$ cat config.mk
export PLATFORM = sky130hd
export DESIGN_NAME = sacl_ctrl
export DESIGN_NICKNAME = d
export VERILOG_FILES = /design/src/rtl/sacl_pkg.sv /design/src/rtl/sacl_ctrl.sv
export SDC_FILE = /design/constraint.sdc
export NUM_CORES = 1
export LEC_CHECK = 0
export BUFFER_PORTS_ARGS = -buffer_cell sky130_fd_sc_hd__clkbuf_2
export CAP_MARGIN = 10
export CORE_AREA = 2 2 39 41
export CTS_CLUSTER_SIZE = 14
export DETAILED_ROUTE_END_ITERATION = 10
export DIE_AREA = 0 0 41 43
export PLACE_DENSITY = 0.3
export SYNTH_ARGS = -nofsm -noshare
export SYNTH_HDL_FRONTEND = slang
export SYNTH_SLANG_ARGS = --single-unit
$ cat constraint.sdc
create_clock -name clk -period 0.95 [get_ports clk]
set_input_delay 0.19 -clock clk [delete_from_list [all_inputs] [get_ports clk]]
set_output_delay 0.19 -clock clk [all_outputs]
set_load 0.02 [all_outputs]
$ cat src/rtl/sacl_pkg.sv
// ============================================================================
// sacl_pkg: shared types and constants for the LRU cache simulator
// Field widths, configuration register indexes, outcome codes and the
// command/status bundles between controller and datapath.
// ============================================================================
package sacl_pkg;

  // Port field widths
  localparam int ADDR_FIELD_W = 64;
  localparam int CNT_W        = 32;
  localparam int OUTCOME_W    = 2;

  // Configuration port
  localparam int CFG_IDX_W    = 2;
  localparam int CFG_DATA_W   = 6;
  localparam int SET_BITS_W   = 4;
  localparam int BLOCK_BITS_W = 6;
  localparam int WAYS_W       = 4;
  // set_bits + block_bits, up to 15 + 63
  localparam int SHIFT_W      = 7;

  localparam logic [CFG_IDX_W-1:0] REG_SET_BITS   = 2'd0;
  localparam logic [CFG_IDX_W-1:0] REG_BLOCK_BITS = 2'd1;
  localparam logic [CFG_IDX_W-1:0] REG_WAYS       = 2'd2;

  // Result codes
  typedef enum logic [OUTCOME_W-1:0] {
    OUTCOME_HIT   = 2'd0,
    OUTCOME_FILL  = 2'd1,
    OUTCOME_EVICT = 2'd2
  } outcome_t;

  // Controller -> datapath
  typedef struct packed {
    logic clear;   // write one zero row of the clearing pass
    logic lookup;  // access transfer: latch address, read its set
    logic commit;  // write back the set, update totals, load result
  } dp_cmd_t;

  // Datapath -> controller
  typedef struct packed {
    logic clear_last;  // clearing pass is at its final row
    logic out_free;    // result register can take a new result
  } dp_stat_t;

endpackage

$ cat src/rtl/sacl_ctrl.sv
// ============================================================================
// sacl_ctrl: sequencer of the LRU cache simulator
// Runs the clearing pass after reset, then per access: read the set,
// then commit the update once the result register is free.
// ============================================================================
module sacl_ctrl import sacl_pkg::*; (
  input  logic     clk,
  input  logic     rst,
  input  logic     in_valid,
  output logic     in_ready,
  input  dp_stat_t stat,
  output dp_cmd_t  cmd
);

  typedef enum logic [2:0] {
    ST_CLEAR = 3'b001,
    ST_IDLE  = 3'b010,
    ST_LOOK  = 3'b100
  } state_t;

  state_t state;
  state_t state_next;

  // commands
  assign in_ready   = (state == ST_IDLE);
  assign cmd.clear  = (state == ST_CLEAR);
  assign cmd.lookup = (state == ST_IDLE) && in_valid;
  assign cmd.commit = (state == ST_LOOK) && stat.out_free;

  // next state
  always_comb begin
    state_next = state;
    case (state)
      ST_CLEAR: begin
        if (stat.clear_last) state_next = ST_IDLE;
      end
      ST_IDLE: begin
        if (in_valid) state_next = ST_LOOK;
      end
      ST_LOOK: begin
        if (stat.out_free) state_next = ST_IDLE;
      end
      default: state_next = ST_CLEAR;
    endcase
  end

  always_ff @(posedge clk) begin
    if (rst) begin
      state <= ST_CLEAR;
    end else begin
      state <= state_next;
    end
  end

`ifndef ASSERT_OFF
  // an accepted access is looked up in the following cycle
  a_accept_to_look: assert property (@(posedge clk) disable iff (rst)
    (in_valid && in_ready) |=> (state == ST_LOOK))
    else $error("access transfer not followed by lookup");

  // a blocked result keeps the pending update waiting
  a_look_holds: assert property (@(posedge clk) disable iff (rst)
    (state == ST_LOOK && !stat.out_free) |=> (state == ST_LOOK && !in_ready))
    else $error("lookup left while result register was full");
`endif

endmodule

# Yosys cells after proc, flatten, opt, wreduce, memory -nomap -nowiden
# Cells that the tools add are included.
# word_totals
regBits,3
in_bits,5
output_inout_bits,4
wordCells,14
# classes
eq_ne,6
n_mux,4
n_reduce_logical,3
# op_table
operator,n
$mux W3,3
$pmux W3 S3,1
$ne A2 B2 Y1 const B,3
$eq A3 B1 Y1 const B,1
$eq A3 B2 Y1 const B,1
$eq A3 B3 Y1 const B,1
$reduce_and A3 Y1,1
$logic_and A1 B1 Y1,2

# Logic depth before layout (Yosys ltp)
# depth
depth_word,3
depth_mapped,3
ltp_nobuf,3

# Worst setup path before layout
# No wires, ideal clock.
# synth_path
kind,register to output
from,reg state[0]
to,out cmd[2] (netlist bit)
arrival_ps,937
required_time_ps,760
setup_slack_ps,-177
stages_incl_launch_ff,2
path_buffers,0
path_cell_list,dfxtp_1 nor3b_1
# synth_rtl
item,line_no,rtl
start: declaration,sacl_ctrl.sv:21,state_t state;
start signal: assignment,sacl_ctrl.sv:51,state <= state_next;
end: declaration,sacl_ctrl.sv:12,output dp_cmd_t cmd

==> impl_metrics.env <==
export IMPL_outcome="finished with violations"
export IMPL_violations="setup timing"
export IMPL_clk_latency_ns=0.23
export IMPL_relSlewSlack_pct=91.3
export IMPL_setup_ws_ns=-0.273
export IMPL_cts_sinks=3
export IMPL_clock_skew_ns=0.00127
export IMPL_cap_violations=0
export IMPL_hp_class="in -> reg"
export IMPL_path_cells="and4bb_2, buf_8"
export IMPL_rsz0062_at_grt="yes"
export IMPL_slowest_delay_ns=0.35
export IMPL_regArea_um2=66.3
export IMPL_worstSetupPathType="reg -> out"
export IMPL_core_rowCount=14
export IMPL_die_w_um=41
export IMPL_fmax_mhz=817
export IMPL_end_kind="output pin"
export IMPL_r2r_start="state[2]"
export IMPL_post_drt_wl_per_cell_um=9.08
export IMPL_cts_tree="yes"
export IMPL_top_register="state"
export IMPL_p_leak_nw=0.125
export IMPL_dieHeight_um=43
export IMPL_num_vias=187
export IMPL_netlist_area_leader_share_pct=35.8
export IMPL_grt_pass1_wl_um=614
export IMPL_dieArea_mm2=0.00176
export IMPL_antenna_found_initial=0
export IMPL_final_cell_count_no_fill=48
export IMPL_final_antenna_net_count=0
export IMPL_min_path_cells=2
export IMPL_tns_ns=-1.02
export IMPL_startpoint="state[0]"
export IMPL_cts_root_buf="clkbuf_4"
export IMPL_firstDrtPassIters=1
export IMPL_startpoint_type="flop"
export IMPL_gp_congestion=0.572
export IMPL_fin_hold_ws_ns=0.151
export IMPL_cts_buffers=3
export IMPL_reg2reg_depth=4
export IMPL_synth_net_count=23
export IMPL_antenna_diode_count=0
export IMPL_start_util_pct=12.1
export IMPL_routed_wl_um=436
export IMPL_largest_register_ffs=3
export IMPL_drive_above_1_share_pct=75.0
export IMPL_netlist_area_um2=168
export IMPL_h_tree_depth=1
export IMPL_synth_area_leaders="dfxtp_1 (36%), and4bb_2 (15%), nand2b_4 (8.2%), a21oi_1 (6.0%), nor3_1 (6.0%)"
export IMPL_worstMarginPinSlew_ns=0.130
export IMPL_synth_seq_area_share_pct=35.8
export IMPL_worstHoldEndpoint="state[1]"
export IMPL_nNetsFinal=38
export IMPL_power_density_mw_per_mm2=1410
export IMPL_drv_slew=0
export IMPL_mostFrequentLayoutCells="clkbuf_2 (4), buf_4 (4), clkbuf_4 (3)"
export IMPL_pin_count=9
export IMPL_path_buf_inv=1
export IMPL_period_share_pct=129
export IMPL_nFillCells=150
export IMPL_grt_max_degree=8
export IMPL_ys_warnings_count=0
export IMPL_area_growth_pct=88.1
export IMPL_dp_cells=43
export IMPL_grt_ovfl_total=0
export IMPL_hp_start="rst"
export IMPL_crit_fanout=7
export IMPL_io_buffers=8
export IMPL_peakVddDrop_v=0.000350
export IMPL_r2r_end="state[1]"
export IMPL_arrival_ns=1.03
export IMPL_synth_area_leader_cell="dfxtp_1"
export IMPL_period_needed_ns=1.22
export IMPL_cp_slowest_cell="dfxtp_4"
export IMPL_synth_cell_type_count=12
export IMPL_clk_pin_slew_ns=0.04
export IMPL_vias_per_cell=3.90
export IMPL_grt_pass1_vias=177
export IMPL_core_area_mm2=0.00138
export IMPL_cpLargestDelayFamily="flip-flops"
export IMPL_syn_inst=18
export IMPL_largest_registers="state (3)"
export IMPL_hold_viol=0
export IMPL_synth_seq_cells=3
export IMPL_r2r_setup_slack_ns=-0.16
export IMPL_drc=0
export IMPL_multi_input_area_um2=123
export IMPL_clockBufferDepth=2
export IMPL_setup_viol=6
export IMPL_drt_iter0_markers=0
export IMPL_grtUsageTotal_pct=6.12
export IMPL_syn_area_per_cell_um2=9.31
export IMPL_cp_required_ns=0.76
export IMPL_fin_util_pct=22.8
export IMPL_fin_total_pwr_uw=444
how the worst max path moves through the flow:
stage | slack, ns | depth (start not counted) | to
3_3_place_gp | -0.07 | 3 | state[1]
3_5_place_dp | -0.05 | 2 | cmd[0]
5_1_grt | -0.30 | 2 | cmd[0]
4_1_cts | -0.29 | 2 | cmd[0]
6_report | -0.27 | 2 | cmd[0]
2_1_floorplan | 0.007 | 3 | state[1]
per-layer routing:
metal	vias to the layer above	track usage [%]	routed length, um
li1	94	-	-
met1	87	4.17	150
met3	0	3.14	48
met4	0	10.0	0
met2	6	8.44	238
met5	-	0	0
cells by family (layout without fill, tap and decap cells):
group,count (synthesis),after routing,synth area share (%)
AND/OR/NAND/NOR,10,10,45.5
AO/OA/AOI/OAI,4,4,16.4
flip-flops,3,3,35.8
buffers and inverters,1,15,2.24
synthesized netlist by cell type:
master    count
nor2_1        2
dfxtp_1       3
a21oi_1       2
inv_1         1
and4bb_2      2
o22a_2        1
o21bai_1      1
nand2b_1      1
nor3_1        2
nand2b_4      1
or3_1         1
nor3b_1       1
cell type report:
class                   count  share of cell area [%]
inverters                   1                    1.19
clock buffers               4                    8.33
flip-flops and latches      3                    21.0
well taps                  16                    6.35
repair buffers             10                    24.2
multi-input cells          14                    38.9
power by group:
part | switching, mW | internal (mW)
sequential | 0.0108 | 0.134
combinational | 0.0339 | 0.0442
clock | 0.0638 | 0.157
total | 0.109 | 0.335
stage by stage:
stage	area (um^2)	setup WS [ns]
floorplan	181	0.00701
global placement	249	-0.0656
detailed placement	249	-0.0512
CTS	308	-0.294
global route	315	-0.304
finish	315	-0.273
repair_timing:
| action | CTS | global route |
|---|---|---|
| pin swaps | 2 | 1 |
| hold buffers | 0 | 0 |
| gates resized for setup | 7 | 6 |
| setup endpoints to repair | 5 | 6 |
| buffers inserted | 1 | 0 |
(Power assumes the default switching activity.)
